File: config.mk
export PLATFORM = sky130hd
export DESIGN_NAME = key_click_double_click_detector_flat
export DESIGN_NICKNAME = d
export VERILOG_FILES = /design/src/kcd_pkg.sv /design/src/kcd_if.sv /design/src/key_click_double_click_detector.sv /design/src/flat_wrapper.sv
export SDC_FILE = /design/constraint.sdc
export NUM_CORES = 1
export LEC_CHECK = 0
export ABC_AREA = 0
export BUFFER_PORTS_ARGS = -buffer_cell sky130_fd_sc_hd__clkbuf_2
export CAP_MARGIN = 10
export CORE_UTILIZATION = 29
export CTS_CLUSTER_DIAMETER = 60
export CTS_CLUSTER_SIZE = 40
export DETAILED_ROUTE_END_ITERATION = 12
export PLACE_DENSITY_LB_ADDON = 0.2
export SLEW_MARGIN = 10
export SYNTH_ARGS = -nofsm -noshare
export SYNTH_HDL_FRONTEND = slang
export SYNTH_SLANG_ARGS = --single-unit
File: constraint.sdc
create_clock -name clock -period 4.58 [get_ports clock]
set_input_delay 0.458 -clock clock [delete_from_list [all_inputs] [get_ports clock]]
set_output_delay 0.458 -clock clock [all_outputs]
set_load 0.005 [all_outputs]
File: src/kcd_pkg.sv
// Shared types and reset constants for the key click and double-click detector.
package kcd_pkg;

   localparam int unsigned DebounceWidth = 4;
   localparam int unsigned IdleWidth     = 8;
   localparam int unsigned CsrIndexWidth = 2;
   localparam int unsigned CsrDataWidth  = 8;

   localparam logic [DebounceWidth-1:0] DebounceTicksReset = 4'd5;
   localparam logic [IdleWidth-1:0]     DoubleWindowReset  = 8'd20;
   localparam logic [IdleWidth-1:0]     ClickDelayReset    = 8'd25;
   localparam logic [IdleWidth-1:0]     IdleMax            = 8'd255;

   typedef enum logic [CsrIndexWidth-1:0] {
      CSR_DEBOUNCE_TICKS = 2'd0,
      CSR_DOUBLE_WINDOW  = 2'd1,
      CSR_CLICK_DELAY    = 2'd2
   } csr_index_type;

   typedef struct packed {
      logic key_pressed;
      logic lockout;
      logic idle_preset;
   } req_payload_type;

   typedef struct packed {
      logic click;
      logic double_click;
      logic debounced_level;
   } rsp_payload_type;

endpackage

File: src/kcd_if.sv
// Valid/ready channel interfaces for the detector's tick and result transactions.
interface kcd_req_if;
   logic valid;
   logic ready;
   logic key_pressed;
   logic lockout;
   logic idle_preset;

   modport source (output valid, output key_pressed, output lockout, output idle_preset,
                   input ready);
   modport sink (input valid, input key_pressed, input lockout, input idle_preset,
                 output ready);
endinterface

interface kcd_rsp_if;
   logic valid;
   logic ready;
   logic click;
   logic double_click;
   logic debounced_level;

   modport source (output valid, output click, output double_click,
                   output debounced_level, input ready);
   modport sink (input valid, input click, input double_click, input debounced_level,
                 output ready);
endinterface

File: src/key_click_double_click_detector.sv
// Top level of the key click and double-click detector with debounce.
//
// The block takes one transaction per sampling tick and returns one result per tick, at a
// sustained rate of one transaction per cycle while results are taken: all the debounce,
// idle counting and click decisions are small compares on the state registers, done in the
// accepting cycle and captured in the output register or the skid register. A two-entry
// output stage (output register plus skid register) lets the input side take one more
// transaction while a result waits. After that the input stalls until the waiting result
// is taken, and input ready comes straight from a register.
module key_click_double_click_detector (
   input  logic                                 clock,
   input  logic                                 reset,
   kcd_req_if.sink                              req_chan,
   kcd_rsp_if.source                            rsp_chan,
   input  logic                                 csr_write_enable,
   input  logic [kcd_pkg::CsrIndexWidth-1:0]    csr_index,
   input  logic [kcd_pkg::CsrDataWidth-1:0]     csr_write_data
);
   import kcd_pkg::*;

   logic [DebounceWidth-1:0] debounce_ticks_ff;
   logic [IdleWidth-1:0]     double_window_ff;
   logic [IdleWidth-1:0]     click_delay_ff;

   logic                     last_raw_ff, last_raw_in;
   logic [DebounceWidth-1:0] stable_count_ff, stable_count_in;
   logic                     accepted_level_ff, accepted_level_in;
   logic                     release_pending_ff, release_pending_in;
   logic                     double_active_ff, double_active_in;
   logic [IdleWidth-1:0]     idle_count_ff, idle_count_in;
   logic [IdleWidth-1:0]     idle_start;

   rsp_payload_type          result;
   rsp_payload_type          out_data_ff, out_data_in;
   rsp_payload_type          skid_data_ff, skid_data_in;
   logic                     out_valid_ff, out_valid_in;
   logic                     skid_valid_ff, skid_valid_in;
   logic                     req_accept;
   logic                     rsp_take;

   assign req_chan.ready = !skid_valid_ff;
   assign req_accept     = req_chan.valid && !skid_valid_ff;
   assign rsp_take       = out_valid_ff && rsp_chan.ready;

   assign rsp_chan.valid           = out_valid_ff;
   assign rsp_chan.click           = out_data_ff.click;
   assign rsp_chan.double_click    = out_data_ff.double_click;
   assign rsp_chan.debounced_level = out_data_ff.debounced_level;

   always_ff @(posedge clock) begin
      if (reset) begin
         debounce_ticks_ff <= DebounceTicksReset;
         double_window_ff  <= DoubleWindowReset;
         click_delay_ff    <= ClickDelayReset;
      end else if (csr_write_enable) begin
         unique case (csr_index)
            CSR_DEBOUNCE_TICKS: debounce_ticks_ff <= csr_write_data[DebounceWidth-1:0];
            CSR_DOUBLE_WINDOW:  double_window_ff  <= csr_write_data[IdleWidth-1:0];
            CSR_CLICK_DELAY:    click_delay_ff    <= csr_write_data[IdleWidth-1:0];
            default: begin
            end
         endcase
      end
   end

   always_comb begin
      idle_start         = req_chan.idle_preset ? IdleMax : idle_count_ff;
      last_raw_in        = last_raw_ff;
      stable_count_in    = stable_count_ff;
      accepted_level_in  = accepted_level_ff;
      release_pending_in = release_pending_ff;
      double_active_in   = double_active_ff;
      idle_count_in      = idle_start;
      result             = '0;

      if (req_chan.lockout) begin
         stable_count_in = '0;
      end else begin
         if (req_chan.key_pressed != last_raw_ff) begin
            stable_count_in = '0;
            last_raw_in     = req_chan.key_pressed;
         end else if (stable_count_ff < debounce_ticks_ff) begin
            stable_count_in = stable_count_ff + DebounceWidth'(1);
         end else if (last_raw_ff != accepted_level_ff) begin
            accepted_level_in  = last_raw_ff;
            release_pending_in = 1'b0;
            if (last_raw_ff) begin
               if (idle_start < double_window_ff) begin
                  result.double_click = 1'b1;
                  double_active_in    = 1'b1;
               end else begin
                  double_active_in = 1'b0;
               end
            end else begin
               if (!double_active_ff) begin
                  release_pending_in = 1'b1;
               end
               idle_count_in = '0;
            end
         end

         if (!accepted_level_in) begin
            if (idle_count_in != IdleMax) begin
               idle_count_in = idle_count_in + IdleWidth'(1);
            end
            if (release_pending_in && (idle_count_in > click_delay_ff)) begin
               release_pending_in = 1'b0;
               result.click       = 1'b1;
            end
         end
      end
      result.debounced_level = accepted_level_in;
   end

   always_ff @(posedge clock) begin
      if (reset) begin
         last_raw_ff        <= 1'b0;
         stable_count_ff    <= '0;
         accepted_level_ff  <= 1'b0;
         release_pending_ff <= 1'b0;
         double_active_ff   <= 1'b0;
         idle_count_ff      <= IdleMax;
      end else if (req_accept) begin
         last_raw_ff        <= last_raw_in;
         stable_count_ff    <= stable_count_in;
         accepted_level_ff  <= accepted_level_in;
         release_pending_ff <= release_pending_in;
         double_active_ff   <= double_active_in;
         idle_count_ff      <= idle_count_in;
      end
   end

   always_comb begin
      out_valid_in  = out_valid_ff;
      out_data_in   = out_data_ff;
      skid_valid_in = skid_valid_ff;
      skid_data_in  = skid_data_ff;
      if (!out_valid_ff || rsp_take) begin
         if (skid_valid_ff) begin
            out_valid_in  = 1'b1;
            out_data_in   = skid_data_ff;
            skid_valid_in = 1'b0;
         end else begin
            out_valid_in = req_accept;
            out_data_in  = result;
         end
      end else if (req_accept) begin
         skid_valid_in = 1'b1;
         skid_data_in  = result;
      end
   end

   always_ff @(posedge clock) begin
      if (reset) begin
         out_valid_ff  <= 1'b0;
         skid_valid_ff <= 1'b0;
      end else begin
         out_valid_ff  <= out_valid_in;
         skid_valid_ff <= skid_valid_in;
      end
   end

   always_ff @(posedge clock) begin
      out_data_ff  <= out_data_in;
      skid_data_ff <= skid_data_in;
   end

endmodule

File: src/flat_wrapper.sv
// flat-port wrapper written by rule: the top's interface ports become plain ports
module key_click_double_click_detector_flat import kcd_pkg::*;
  (clock, reset, csr_write_enable, csr_index, csr_write_data, req_chan_valid, req_chan_key_pressed, req_chan_lockout, req_chan_idle_preset, req_chan_ready, rsp_chan_valid, rsp_chan_click, rsp_chan_double_click, rsp_chan_debounced_level, rsp_chan_ready);
  kcd_req_if req_chan_i ();
  kcd_rsp_if rsp_chan_i ();
  input  logic clock;
  input  logic reset;
  input  logic csr_write_enable;
  input  logic [kcd_pkg::CsrIndexWidth-1:0] csr_index;
  input  logic [kcd_pkg::CsrDataWidth-1:0] csr_write_data;
  input wire logic [$bits(req_chan_i.valid)-1:0] req_chan_valid;
  input wire logic [$bits(req_chan_i.key_pressed)-1:0] req_chan_key_pressed;
  input wire logic [$bits(req_chan_i.lockout)-1:0] req_chan_lockout;
  input wire logic [$bits(req_chan_i.idle_preset)-1:0] req_chan_idle_preset;
  output wire logic [$bits(req_chan_i.ready)-1:0] req_chan_ready;
  output wire logic [$bits(rsp_chan_i.valid)-1:0] rsp_chan_valid;
  output wire logic [$bits(rsp_chan_i.click)-1:0] rsp_chan_click;
  output wire logic [$bits(rsp_chan_i.double_click)-1:0] rsp_chan_double_click;
  output wire logic [$bits(rsp_chan_i.debounced_level)-1:0] rsp_chan_debounced_level;
  input wire logic [$bits(rsp_chan_i.ready)-1:0] rsp_chan_ready;
  assign req_chan_i.valid = req_chan_valid;
  assign req_chan_i.key_pressed = req_chan_key_pressed;
  assign req_chan_i.lockout = req_chan_lockout;
  assign req_chan_i.idle_preset = req_chan_idle_preset;
  assign req_chan_ready = req_chan_i.ready;
  assign rsp_chan_valid = rsp_chan_i.valid;
  assign rsp_chan_click = rsp_chan_i.click;
  assign rsp_chan_double_click = rsp_chan_i.double_click;
  assign rsp_chan_debounced_level = rsp_chan_i.debounced_level;
  assign rsp_chan_i.ready = rsp_chan_ready;
  key_click_double_click_detector u_core (.clock(clock), .reset(reset), .req_chan(req_chan_i), .rsp_chan(rsp_chan_i), .csr_write_enable(csr_write_enable), .csr_index(csr_index), .csr_write_data(csr_write_data));
endmodule
# Word-level counts from Yosys, hierarchy flattened
# Index checks and enable logic that the tools add are counted.
classes:
  bitwise: 4
  eq_ne: 5
  n_mux: 37
  n_reduce_logical: 17
  magnitude_cmp: 3
  add_sub_neg: 2
op_table:
  columns: ["op", "n"]
  rows:
  - ["two-way mux 8 bit", 11]
  - ["two-way mux 1 bit", 21]
  - ["two-way mux 4 bit", 3]
  - ["AND reduction 2 bit", 6]
  - ["adder 8 x 1 -> 8 bit, second input constant", 1]
  - ["greater-than comparator 8 bit", 1]
  - ["< comparator 8 bit", 1]
  - ["!= test 8 bit, second input constant", 1]
  - ["AND reduction 6 bit", 1]
  - ["adder 4 x 1 -> 4 bit, second input constant", 1]
  - ["< comparator 4 bit", 1]
  - ["inverter 1 bit", 4]
  - ["logical AND 1 bit", 3]
  - ["two-way mux 3 bit", 1]
  - ["AND reduction 3 bit", 1]
  - ["nonzero test 3 bit", 1]
  - ["== test 2 x 1 -> 1 bit, second input constant", 1]
  - ["== test 2 bit, second input constant", 1]
  - ["zero test 1 bit", 2]
  - ["zero test 2 bit", 1]
  - ["two-way mux 2 bit", 1]
  - ["!= test 1 bit", 2]
  - ["OR reduction 2 bit", 1]
  - ["logical OR 1 bit", 1]
word_totals:
  in_bits: 18
  elab_cells: 85
  reg_bits: 44

# Depth between registers and ports, before layout
# Gate-level depths: netlist of the first run.
logic_depth:
  depth_word: 16
  mapped_depth: 22

# Worst setup path after synthesis of the first run
# No wires, ideal clock.
synth_timing:
  path_kind: "register -> register"
  start: "register u_core.debounce_ticks_ff[3]"
  end: "register u_core.out_data_ff (netlist bit u_core.rsp_chan.click) (data pin)"
  path_slack_ns: 0.530
  stages_incl_launch_ff: 18
  arrival_time_ns: 3.790
  synth_period_minus_slack_ns: 4.050
  cell_sequence: "dfxtp_1 -> inv_1 -> ha_1 -> o21a_1 -> nor2_1 -> nor3_1 -> clkbuf_1 -> nor2_1 -> ha_1 -> clkbuf_1 -> o21a_1 -> or4_4 -> xor2_1 -> ha_1 -> nand3_1 -> o311ai_0 -> nor4_1 -> mux2_2"
synth_rtl:
  columns: ["element", "line_no", "text"]
  rows:
  - ["from (decl)", "key_click_double_click_detector.sv:21", "logic [DebounceWidth-1:0] debounce_ticks_ff;"]
  - ["from (signal assigned)", "key_click_double_click_detector.sv:52", "debounce_ticks_ff <= DebounceTicksReset;"]
  - ["from (signal assigned)", "key_click_double_click_detector.sv:57", "CSR_DEBOUNCE_TICKS: debounce_ticks_ff <= csr_write_data[DebounceWidth-1:0];"]
  - ["to (signal assigned)", "key_click_double_click_detector.sv:164", "out_data_ff <= out_data_in;"]
  - ["to (decl)", "key_click_double_click_detector.sv:34", "rsp_payload_type out_data_ff, out_data_in;"]

==> results of run 1 <==
[power by group through the flow]
| stage | clock network [mW] | logic (mW) | registers [mW] |
|---|---|---|---|
| floorplan | 0 | 0.121 | 0.419 |
| global route | 0.278 | 0.185 | 0.415 |
| global placement | 0 | 0.161 | 0.421 |
| detailed placement | 0 | 0.162 | 0.422 |
| finish | 0.254 | 0.162 | 0.413 |
| CTS | 0.262 | 0.163 | 0.413 |
[cell families (layout without fill, tap and decap cells)]
| logic type | Yosys count | after routing |
|---|---|---|
| and+or+nand+nor | 137 | 137 |
| AOI/OAI and AO/OA | 79 | 79 |
| DFF | 44 | 44 |
| buffers and inverters | 41 | 57 |
| adders and majority gates | 20 | 20 |
| muxes | 12 | 12 |
| xor gates and xnor gates | 5 | 5 |
[cell type report]
type | instances | area (um2)
Fill cell | 946 | 5910
Multi-Input combinational cell | 253 | 1600
Sequential cell | 44 | 941
Tap cell | 108 | 135
Timing Repair Buffer | 24 | 125
Inverter | 25 | 93.8
Clock buffer | 6 | 72.6
Clock inverter | 2 | 12.5
[per-layer routing]
metal | track usage | wire length [um]
met2 | 0.221 | 2850
met5 | 0 | 0
met1 | 0.195 | 3260
met3 | 0.0241 | 172
met4 | 0.0505 | 148
[Yosys cell counts, drive strengths merged (3+ instances only)]
| library cell | instances | area (um2) |
|---|---|---|
| nor2 | 46 | 173 |
| nand3b | 4 | 30.0 |
| nand2b | 5 | 38.8 |
| or3 | 5 | 33.8 |
| a21o | 9 | 67.6 |
| nand2 | 39 | 146 |
| mux2 | 5 | 60.1 |
| nor3 | 9 | 45.0 |
| ha | 20 | 250 |
| or4 | 3 | 26.3 |
| mux2i | 7 | 70.1 |
| o21ai | 15 | 75.1 |
| clkbuf | 12 | 45.0 |
| nor2b | 5 | 31.3 |
| nand3 | 5 | 25.0 |
| buf | 4 | 31.3 |
| dfxtp | 38 | 761 |
| a211o | 4 | 35.0 |
| or2 | 8 | 50.1 |
| inv | 25 | 93.8 |
| edfxtp | 6 | 180 |
| a21oi | 27 | 135 |
| o21bai | 3 | 22.5 |
| xor2 | 3 | 26.3 |
| a31oi | 3 | 18.8 |
[stage by stage]
stage / cells / area, um2 / setup slack, ps
6_report: 462 / 2980 / 445
5_1_grt: 462 / 2980 / 110
3_5_place_dp: 454 / 2890 / 473
4_1_cts: 462 / 2980 / 440
2_1_floorplan: 338 / 2710 / 530
3_3_place_gp: 454 / 2890 / 551
[state kept, by name, summed over array words and instances (netlist names)]
| register | count |
|---|---|
| u_core.accepted_level_ff | 1 |
| u_core.click_delay_ff | 8 |
| u_core.debounce_ticks_ff | 4 |
| u_core.double_active_ff | 1 |
| u_core.double_window_ff | 8 |
| u_core.idle_count_ff | 8 |
| u_core.last_raw_ff | 1 |
| u_core.release_pending_ff | 1 |
| u_core.rsp_chan.click | 1 |
| u_core.rsp_chan.debounced_level | 1 |
| u_core.rsp_chan.double_click | 1 |
| u_core.rsp_chan.valid | 1 |
| u_core.skid_data_ff | 3 |
| u_core.skid_valid_ff | 1 |
| u_core.stable_count_ff | 4 |
[worst min-delay path, delay by kind of cell]
family                 cells  cell delay, ps
AND/OR/NAND/NOR            2             100
buffers and inverters      1              90
[layout by cell type (no fill, tap or decap), types with 3 or more instances in the layout]
master    netlist  final
nand3_1         5      5
nand2_1        39     39
xor2_1          3      3
a21oi_1        27     27
nor2b_1         5      5
nand3b_1        4      4
o21bai_1        3      3
clkbuf_2        0     22
or3_1           3      3
a31oi_1         3      3
or2_2           7      7
clkbuf_8        0      5
a21o_1          9      9
mux2i_1         7      7
nor2_1         46     46
dfxtp_1        38     38
ha_1           20     20
o21ai_0        14     14
mux2_2          4      4
nand2b_1        4      4
a211o_1         4      4
inv_1          25     25
nor3_1          9      9
edfxtp_1        6      6
[worst paths after layout]
path | cells past startpoint | endpoint | startpoint
worst max-delay path | 14 | u_core.rsp_chan.click$_DFFE_PP_ | u_core.stable_count_ff[2]$_SDFFE_PP0P_
worst min-delay path | 3 | u_core.click_delay_ff[4]$_SDFFE_PP1P_ | csr_write_data[4]
worst max register to register | 14 | u_core.rsp_chan.click$_DFFE_PP_ | u_core.stable_count_ff[2]$_SDFFE_PP0P_
worst min register to register | 2 | u_core.click_delay_ff[7]$_SDFFE_PP0P_ | u_core.click_delay_ff[7]$_SDFFE_PP0P_
==> impl_metrics.csv, run 1 <==
group,metric,value,unit
cts,path_clk_slew,100,ps
placement,io_buffers,22,
synthesis,synth_seq_cells,44,
timing,slew_headroom,0.417,
timing,fin_skew,11.5,ps
setup_path,crit_type,"register to register",
route,vias,2283,
floorplanning,dieArea,9730,um2
route,ant_nets,0,
power_and_ir_drop,p_seq_frac,0.498,
cts,post_cts_resized,0,
timing,rsz0062_at_grt,"false",
setup_path,cpLargestDelayFamily,"simple AND/OR/NAND/NOR gates",
setup_path,worst_setup_path_end_kind,"register",
timing,max_freq,0.242,GHz
cells_and_area,fin_util,0.335,
setup_path,reg2reg_slack,440,ps
timing,finalSetupTns,0,ps
setup_path,cp_max_fo,9,
timing,period_needed,4140,ps
synthesis,synthArstFlopShare,0,
grt,grt_max_degree,41,
setup_path,startpoint_type,"register",
route,drt_iter0_drc,109,
setup_path,crit_chain,"ha_1 > o21a_1 > nor2_1 > nor3_1 > nor2_1 > ha_1 > o21a_1 > or4_4 > xor2_1 > ha_1 > nand3_1 > o311ai_0 > nor4_1 > mux2_2",
cells_and_area,antenna_cells,0,
grt,first_global_vias,2207,
cells_and_area,design.final.nets,391,
floorplanning,io_pins,23,
power_and_ir_drop,p_int,579,uW
timing,slew_violations,0,
synthesis,ys_seq_area_frac,0.347,
route,avgRoutedWirePerCell,13.9,um
power_and_ir_drop,clock_power_share,0.306,
route,firstDrtPassIters,4,
grt,grt_pass1_wl,10900,um
synthesis,synthesis.area,2710,um2
synthesis,synth_nets,376,
setup_path,cp_slowest_cell,"o311ai_0",
timing,hold_slack,378,ps
placement,dp_hpwl,4780,um
cts,cts_max_level,2,
power_and_ir_drop,p_sw_frac,0.301,
power_and_ir_drop,power-per-cell-area,278,nW/um2
cts,cts-root-buf,"clkbuf_8",
cts,clk_latency,310,ps
cells_and_area,drive_gt1_frac,0.136,
route,drc,0,
synthesis,synth_compound_area_frac,0.192,
timing,tightestPinTransition,873,ps
floorplanning,start_util,0.305,
run,max-cap-violations,0,
setup_path,critPathMaxStageDelay,560,ps
timing,fin_crit_sh,0.903,
synthesis,yosys.area_share.simple,0.242,
synthesis,synthCells,338,
cts,tritoncts,"built",
timing,finalSetupViolCount,0,
synthesis,synth_cell_types,54,
cts,cts_buffers,5,
route,routed_wl,6430,um
setup_path,path_common_cell,"ha_1",
synthesis,synth_xor_area_frac,0.0162,
cts,cts_setup_buffers,0,
placement,gp_congestion,0.812,
cts,cts_buffer_depth,2,
setup_path,path_buf_inv,0,
setup_path,cp.arrival,4210,ps
floorplanning,die_y,98.7,um
cts,holdBufCountCts,0,
floorplanning,row_count,34,
synthesis,synth_top_family_by_area,"simple AND/OR/NAND/NOR gates",
power_and_ir_drop,p_leak,1.23,nW
grt,grt_overflow,0,
floorplanning,die_w,98.7,um
power_and_ir_drop,p_switching,249,uW
grt,antenna_found_initial,0,
synthesis,synthMuxAreaShare,0.0480,
power_and_ir_drop,ir_drop,0.000100,V
run_status,status,"finished clean",
floorplanning,coreArea,8890,um2
cts,cts_num_sinks,44,
worst_hold_path,min_path_type,"primary input to register",
grt,grt_use_total,0.141,
synthesis,yosys_warnings,0,
route,viasPerCell,4.94,
cells_and_area,area_delta_synth_final,9.93,%
setup_path,cp.required,4650,ps
timing,hold_viol,0,
synthesis,synth_fa_ha_area_frac,0.0924,
power_and_ir_drop,total_power,829,uW
synthesis,synth-main-ff-cell,"dfxtp_1",
synthesis,syn_area_per_cell,8.01,um2
synthesis,synth-edff-count,6,
power_and_ir_drop,p_comb_frac,0.196,
(Power assumes the default switching activity.)
==> inputs of run 2 (changes only) <==
CORE_ASPECT_RATIO = 1.4   (was not set)
SKIP_LAST_GASP = 1   (was not set)
SLEW_MARGIN = 25   (was 10)
==> impl_metrics.csv, run 2 (synthesized netlist as in run 1, its figures left out) <==
group,metric,value,unit
cells_and_area,regArea,941,um2
run_status,status,"finished clean",
cells_and_area,antenna_cells,0,
setup_path,rr_worst_depth,14,
setup_path,cp_max_fo,14,
setup_path,cp_slowest_cell,"or4_4",
route,routed_wl,6470,um
setup_path,critPathMaxStageDelay,430,ps
timing,finalSetupTns,0,ps
floorplanning,die_y,116,um
power_and_ir_drop,p_sw_frac,0.260,
timing,rsz0062_at_grt,"false",
grt,grt_overflow,0,
power_and_ir_drop,p_comb_frac,0.166,
cells_and_area,layout_commonest_cell,"nor2_1",
route,avgRoutedWirePerCell,14.1,um
route,vias,2327,
power_and_ir_drop,ir_drop,0.000197,V
cells_and_area,reg_top3,"u_core.click_delay_ff: 8 flops, u_core.double_window_ff: 8 flops, u_core.idle_count_ff: 8 flops",
run,max-cap-violations,0,
power_and_ir_drop,clock_power_share,0.415,
floorplanning,die_w,83.7,um
cts,cts-root-buf,"clkbuf_16",
floorplanning,dieArea,9740,um2
floorplanning,start_util,0.300,
setup_path,crit_chain,"ha_1 > a2111oi_4 > nor3_1 > buf_4 > nor2_1 > ha_1 > nand2_1 > or4_4 > xor2_1 > ha_1 > nand3_1 > o311ai_1 > nor4_1 > mux2_2",
setup_path,crit_cells,14,
power_and_ir_drop,p_seq_frac,0.419,
setup_path,worst_setup_path_end_kind,"register",
power_and_ir_drop,power-per-cell-area,323,nW/um2
setup_path,startpoint_type,"register",
cells_and_area,most-common-layout-cells,"nor2_1 (46), nand2_1 (39), dfxtp_1 (38)",
cts,cts_buffer_depth,2,
grt,grt_pass1_wl,10800,um
cells_and_area,design.final.nets,390,
cells_and_area,multiInputGateArea,1600,um2
route,ant_nets,0,
timing,fin_skew,2.47,ps
setup_path,path_buf_inv,1,
setup_path,crit_type,"register to register",
cts,clk_latency,290,ps
cells_and_area,area_delta_synth_final,12.5,%
timing,hold_viol,0,
setup_path,path_common_cell,"ha_1",
setup_path,rr_endpoint,"u_core.rsp_chan.click$_DFFE_PP_",
grt,antenna_found_initial,0,
route,viasPerCell,5.06,
timing,hold_slack,403,ps
cts,tritoncts,"built",
placement,gp_congestion,0.801,
setup_path,startpoint,"u_core.stable_count_ff[1]$_SDFFE_PP0P_",
setup_path,cp.required,4620,ps
route,drc,0,
timing,finalSetupViolCount,0,
floorplanning,coreArea,9030,um2
setup_path,critPathCapture,"u_core.rsp_chan.click$_DFFE_PP_",
power_and_ir_drop,p_switching,256,uW
timing,max_freq,0.249,GHz
route,firstDrtPassIters,4,
cts,cts_num_sinks,44,
timing,period_needed,4010,ps
setup_path,reg2reg_slack,570,ps
power_and_ir_drop,p_int,729,uW
floorplanning,io_pins,23,
power_and_ir_drop,p_leak,1.26,nW
placement,dp_hpwl,4900,um
grt,grt_use_total,0.141,
cts,path_clk_slew,60,ps
timing,tightestPinTransition,987,ps
cells_and_area,final_cells,460,
setup_path,cpLargestDelayFamily,"simple AND/OR/NAND/NOR gates",
cts,holdBufCountCts,0,
placement,placedCellCount,452,
worst_hold_path,min_path_type,"primary input to register",
cells_and_area,num-fill-cells,992,
timing,slew_headroom,0.340,
placement,io_buffers,22,
floorplanning,row_count,41,
cells_and_area,drive_gt1_frac,0.133,
cts,cts_max_level,2,
setup_path,cp.arrival,4050,ps
grt,first_global_vias,2254,
route,drt_iter0_drc,190,
timing,fin_crit_sh,0.877,
timing,slew_violations,0,
grt,grt_max_degree,41,
cts,cts_buffers,5,
setup_path,reg2reg_from,"u_core.stable_count_ff[1]$_SDFFE_PP0P_",
run 2: cell types whose count changed in the layout (fill, tap and decap cells not counted):
cell / delta
o311ai_0: -1
buf_4: -1
clkbuf_8: -5
bufinv_16: +1
o311ai_1: +1
clkinvlp_4: -1
clkbuf_16: +5
run 2: through the flow:
| step | area, um2 | setup WS (ps) | utilization | total power [mW] |
|---|---|---|---|---|
| after floorplan | 2710 | 530 | - | 0.541 |
| after global placement | 2880 | 475 | 0.319 | 0.584 |
| after detailed placement | 2880 | 364 | 0.319 | 0.584 |
| after CTS | 3050 | 347 | 0.338 | 0.995 |
| after global routing | 3050 | 142 | 0.338 | 1.04 |
| final | 3050 | 566 | 0.338 | 0.985 |
run 2: cell type report:
cell class | count | area share
Clock buffer | 6 | 0.0423
Clock inverter | 2 | 0.0115
Inverter | 25 | 0.0308
Multi-Input combinational cell | 253 | 0.524
Sequential cell | 44 | 0.309
Tap cell | 107 | 0.0439
Timing Repair Buffer | 23 | 0.0386
run 2: how the worst min path moves through the flow:
stage,end,depth (start not counted),start,slack (ps)
after CTS,u_core.click_delay_ff[7]$_SDFFE_PP0P_,3,csr_write_data[7],400
after floorplan,u_core.release_pending_ff$_SDFFE_PP0P_,2,u_core.release_pending_ff$_SDFFE_PP0P_,430
after global routing,u_core.click_delay_ff[5]$_SDFFE_PP0P_,3,csr_write_data[5],410
after detailed placement,u_core.release_pending_ff$_SDFFE_PP0P_,2,u_core.release_pending_ff$_SDFFE_PP0P_,450
final,u_core.click_delay_ff[7]$_SDFFE_PP0P_,3,csr_write_data[7],400
after global placement,u_core.release_pending_ff$_SDFFE_PP0P_,2,u_core.release_pending_ff$_SDFFE_PP0P_,440
run 2: power by group through the flow:
| stage | Combinational (mW) | Clock, mW | Sequential, mW |
|---|---|---|---|
| finish | 0.164 | 0.409 | 0.413 |
| global route | 0.186 | 0.435 | 0.415 |
| CTS | 0.164 | 0.418 | 0.413 |
| detailed placement | 0.163 | 0 | 0.422 |
| global placement | 0.162 | 0 | 0.421 |
| floorplan | 0.121 | 0 | 0.419 |
run 2: worst min-delay path, stage by stage:
cell      delay, ps
clkbuf_2         90
nand2_1          50
a21oi_1          50
run 2: per-layer routing:
| layer | GRT usage | vias to the layer above | wire [um] |
|---|---|---|---|
| met3 | 0.0311 | 16 | 193 |
| met1 | 0.158 | 1069 | 2950 |
| met4 | 0.0802 | 0 | 239 |
| met2 | 0.247 | 40 | 3090 |
| met5 | 0 | - | 0 |
| li1 | - | 1202 | - |
run 2: timing repair:
action	in CTS	in global routing
setup endpoints to repair	0	1
setup buffers	0	0
gates resized for setup	0	1
==> inputs of run 3 (changes only) <==
clock period = 4.8 ns   (was 4.58 ns; I/O delays follow)
==> impl_metrics.csv, run 3 (synthesized netlist as in run 1, its figures left out) <==
group,metric,value,unit
setup_path,startpoint,"u_core.stable_count_ff[2]$_SDFFE_PP0P_",
floorplanning,row_count,41,
route,avgRoutedWirePerCell,14.4,um
setup_path,reg2reg_slack,370,ps
grt,grt_overflow,0,
placement,pre_cts_slack,374,ps
route,vias,2342,
power_and_ir_drop,p_switching,245,uW
floorplanning,start_util,0.300,
route,routed_wl,6630,um
setup_path,worst_setup_path_end_kind,"register",
cts,cts_buffers,5,
cells_and_area,antenna_cells,0,
cells_and_area,fin_util,0.338,
cells_and_area,final_cell_area,3050,um2
cts,clk_latency,290,ps
setup_path,crit_type,"register to register",
power_and_ir_drop,p_int,693,uW
route,drt_iter0_drc,112,
timing,period_needed,4430,ps
setup_path,critPathMaxStageDelay,590,ps
grt,grt_use_total,0.143,
cts,cts_buffer_depth,2,
power_and_ir_drop,p_sw_frac,0.261,
cells_and_area,regArea,941,um2
run_status,status,"finished clean",
cells_and_area,multiInputGateArea,1600,um2
cts,cts_setup_buffers,0,
setup_path,reg2reg_from,"u_core.stable_count_ff[2]$_SDFFE_PP0P_",
placement,dp_hpwl,5090,um
route,viasPerCell,5.09,
grt,grt_max_degree,41,
timing,finalSetupTns,0,ps
floorplanning,die_w,83.7,um
timing,tightestPinTransition,995,ps
timing,slew_violations,0,
cells_and_area,layout_commonest_cell,"nor2_1",
cts,cts_max_level,2,
timing,hold_slack,414,ps
run,max-cap-violations,0,
cells_and_area,area_delta_synth_final,12.7,%
cells_and_area,reg_top3,"u_core.click_delay_ff: 8 flops, u_core.double_window_ff: 8 flops, u_core.idle_count_ff: 8 flops",
setup_path,rr_worst_depth,14,
cts,cts-root-buf,"clkbuf_16",
cts,cts_num_sinks,44,
route,firstDrtPassIters,4,
power_and_ir_drop,clock_power_share,0.413,
grt,first_global_vias,2261,
timing,fin_crit_sh,0.922,
timing,layout_setup_ws,372,ps
setup_path,crit_chain,"ha_1 > o21a_1 > nor2_1 > nor3_1 > nor2_1 > ha_1 > o21a_1 > or4_4 > xor2_1 > ha_1 > nand3_1 > o311ai_0 > nor4_1 > mux2_2",
setup_path,cp_max_fo,9,
placement,io_buffers,22,
cells_and_area,design.final.nets,390,
cts,tritoncts,"built",
floorplanning,die_y,116,um
route,drc,0,
cells_and_area,num-fill-cells,961,
setup_path,cp.required,4840,ps
timing,rsz0062_at_grt,"false",
timing,finalSetupViolCount,0,
cells_and_area,drive_gt1_frac,0.133,
setup_path,cp.arrival,4470,ps
worst_hold_path,min_path_type,"primary input to register",
floorplanning,dieArea,9740,um2
timing,fin_skew,4.22,ps
placement,gp_congestion,0.850,
power_and_ir_drop,power-per-cell-area,307,nW/um2
grt,grt_pass1_wl,11000,um
setup_path,crit_cells,14,
route,ant_nets,0,
setup_path,critPathCapture,"u_core.rsp_chan.click$_DFFE_PP_",
timing,hold_viol,0,
grt,antenna_found_initial,0,
cts,path_clk_slew,60,ps
floorplanning,io_pins,23,
cells_and_area,most-common-layout-cells,"nor2_1 (46), nand2_1 (39), dfxtp_1 (38)",
cts,holdBufCountCts,0,
setup_path,path_buf_inv,0,
cts,post_cts_resized,0,
placement,placed_area,2880,um2
timing,max_freq,0.226,GHz
setup_path,cpLargestDelayFamily,"simple AND/OR/NAND/NOR gates",
floorplanning,coreArea,9030,um2
setup_path,path_common_cell,"ha_1",
setup_path,startpoint_type,"register",
timing,slew_headroom,0.336,
setup_path,rr_endpoint,"u_core.rsp_chan.click$_DFFE_PP_",
power_and_ir_drop,p_comb_frac,0.167,
power_and_ir_drop,p_leak,1.26,nW
power_and_ir_drop,ir_drop,0.000185,V
setup_path,cp_slowest_cell,"o311ai_0",
power_and_ir_drop,p_seq_frac,0.420,
==> run 3: cell count changes in the layout (fill, tap and decap cells not counted), sizes merged <==
cell / change
clkbuf: -1
clkinv: +1
==> run 3: worst reg2reg max path, cell delays in order (launching register included) <==
cell,delay [ps]
dfxtp_1,370
ha_1,230
o21a_1,140
nor2_1,70
nor3_1,580
nor2_1,160
ha_1,320
o21a_1,190
or4_4,530
xor2_1,180
ha_1,290
nand3_1,90
o311ai_0,590
nor4_1,140
mux2_2,290
==> run 3: how the worst min path moves through the flow <==
stage | start | endpoint | depth (start not counted)
CTS | csr_write_data[4] | u_core.click_delay_ff[4]$_SDFFE_PP1P_ | 3
finish | csr_write_data[4] | u_core.click_delay_ff[4]$_SDFFE_PP1P_ | 3
detailed placement | u_core.click_delay_ff[1]$_SDFFE_PP0P_ | u_core.click_delay_ff[1]$_SDFFE_PP0P_ | 2
floorplan | u_core.release_pending_ff$_SDFFE_PP0P_ | u_core.release_pending_ff$_SDFFE_PP0P_ | 2
global placement | u_core.release_pending_ff$_SDFFE_PP0P_ | u_core.release_pending_ff$_SDFFE_PP0P_ | 2
global route | csr_write_data[4] | u_core.click_delay_ff[4]$_SDFFE_PP1P_ | 3
==> run 3: final cells by class <==
cell class	instances	area share
Multi-Input combinational cell	253	0.525
Sequential cell	44	0.308
Tap cell	107	0.0439
Clock buffer	5	0.0410
Timing Repair Buffer	23	0.0385
Inverter	25	0.0308
Clock inverter	3	0.0123
==> run 3: metrics by stage <==
step,std cells,power (mW)
after floorplan,338,0.516
after global placement,452,0.558
after detailed placement,452,0.559
after CTS,460,0.951
after global routing,460,0.983
final,460,0.938
==> run 3: power by group through the flow <==
stage               sequential (mW)  clock, mW  combinational (mW)
floorplan                     0.400          0               0.116
global placement              0.402          0               0.156
detailed placement            0.402          0               0.156
CTS                           0.394      0.399               0.157
global route                  0.396      0.410               0.178
finish                        0.394      0.388               0.156
==> run 3: routing by layer <==
| layer | track usage | vias up | routed length, um | share of wire |
|---|---|---|---|---|
| li1 | - | 1200 | - | - |
| met1 | 0.161 | 1083 | 2890 | 0.44 |
| met2 | 0.250 | 43 | 3260 | 0.49 |
| met3 | 0.0318 | 16 | 221 | 0.033 |
| met4 | 0.0825 | 0 | 260 | 0.039 |
| met5 | 0 | - | 0 | 0 |
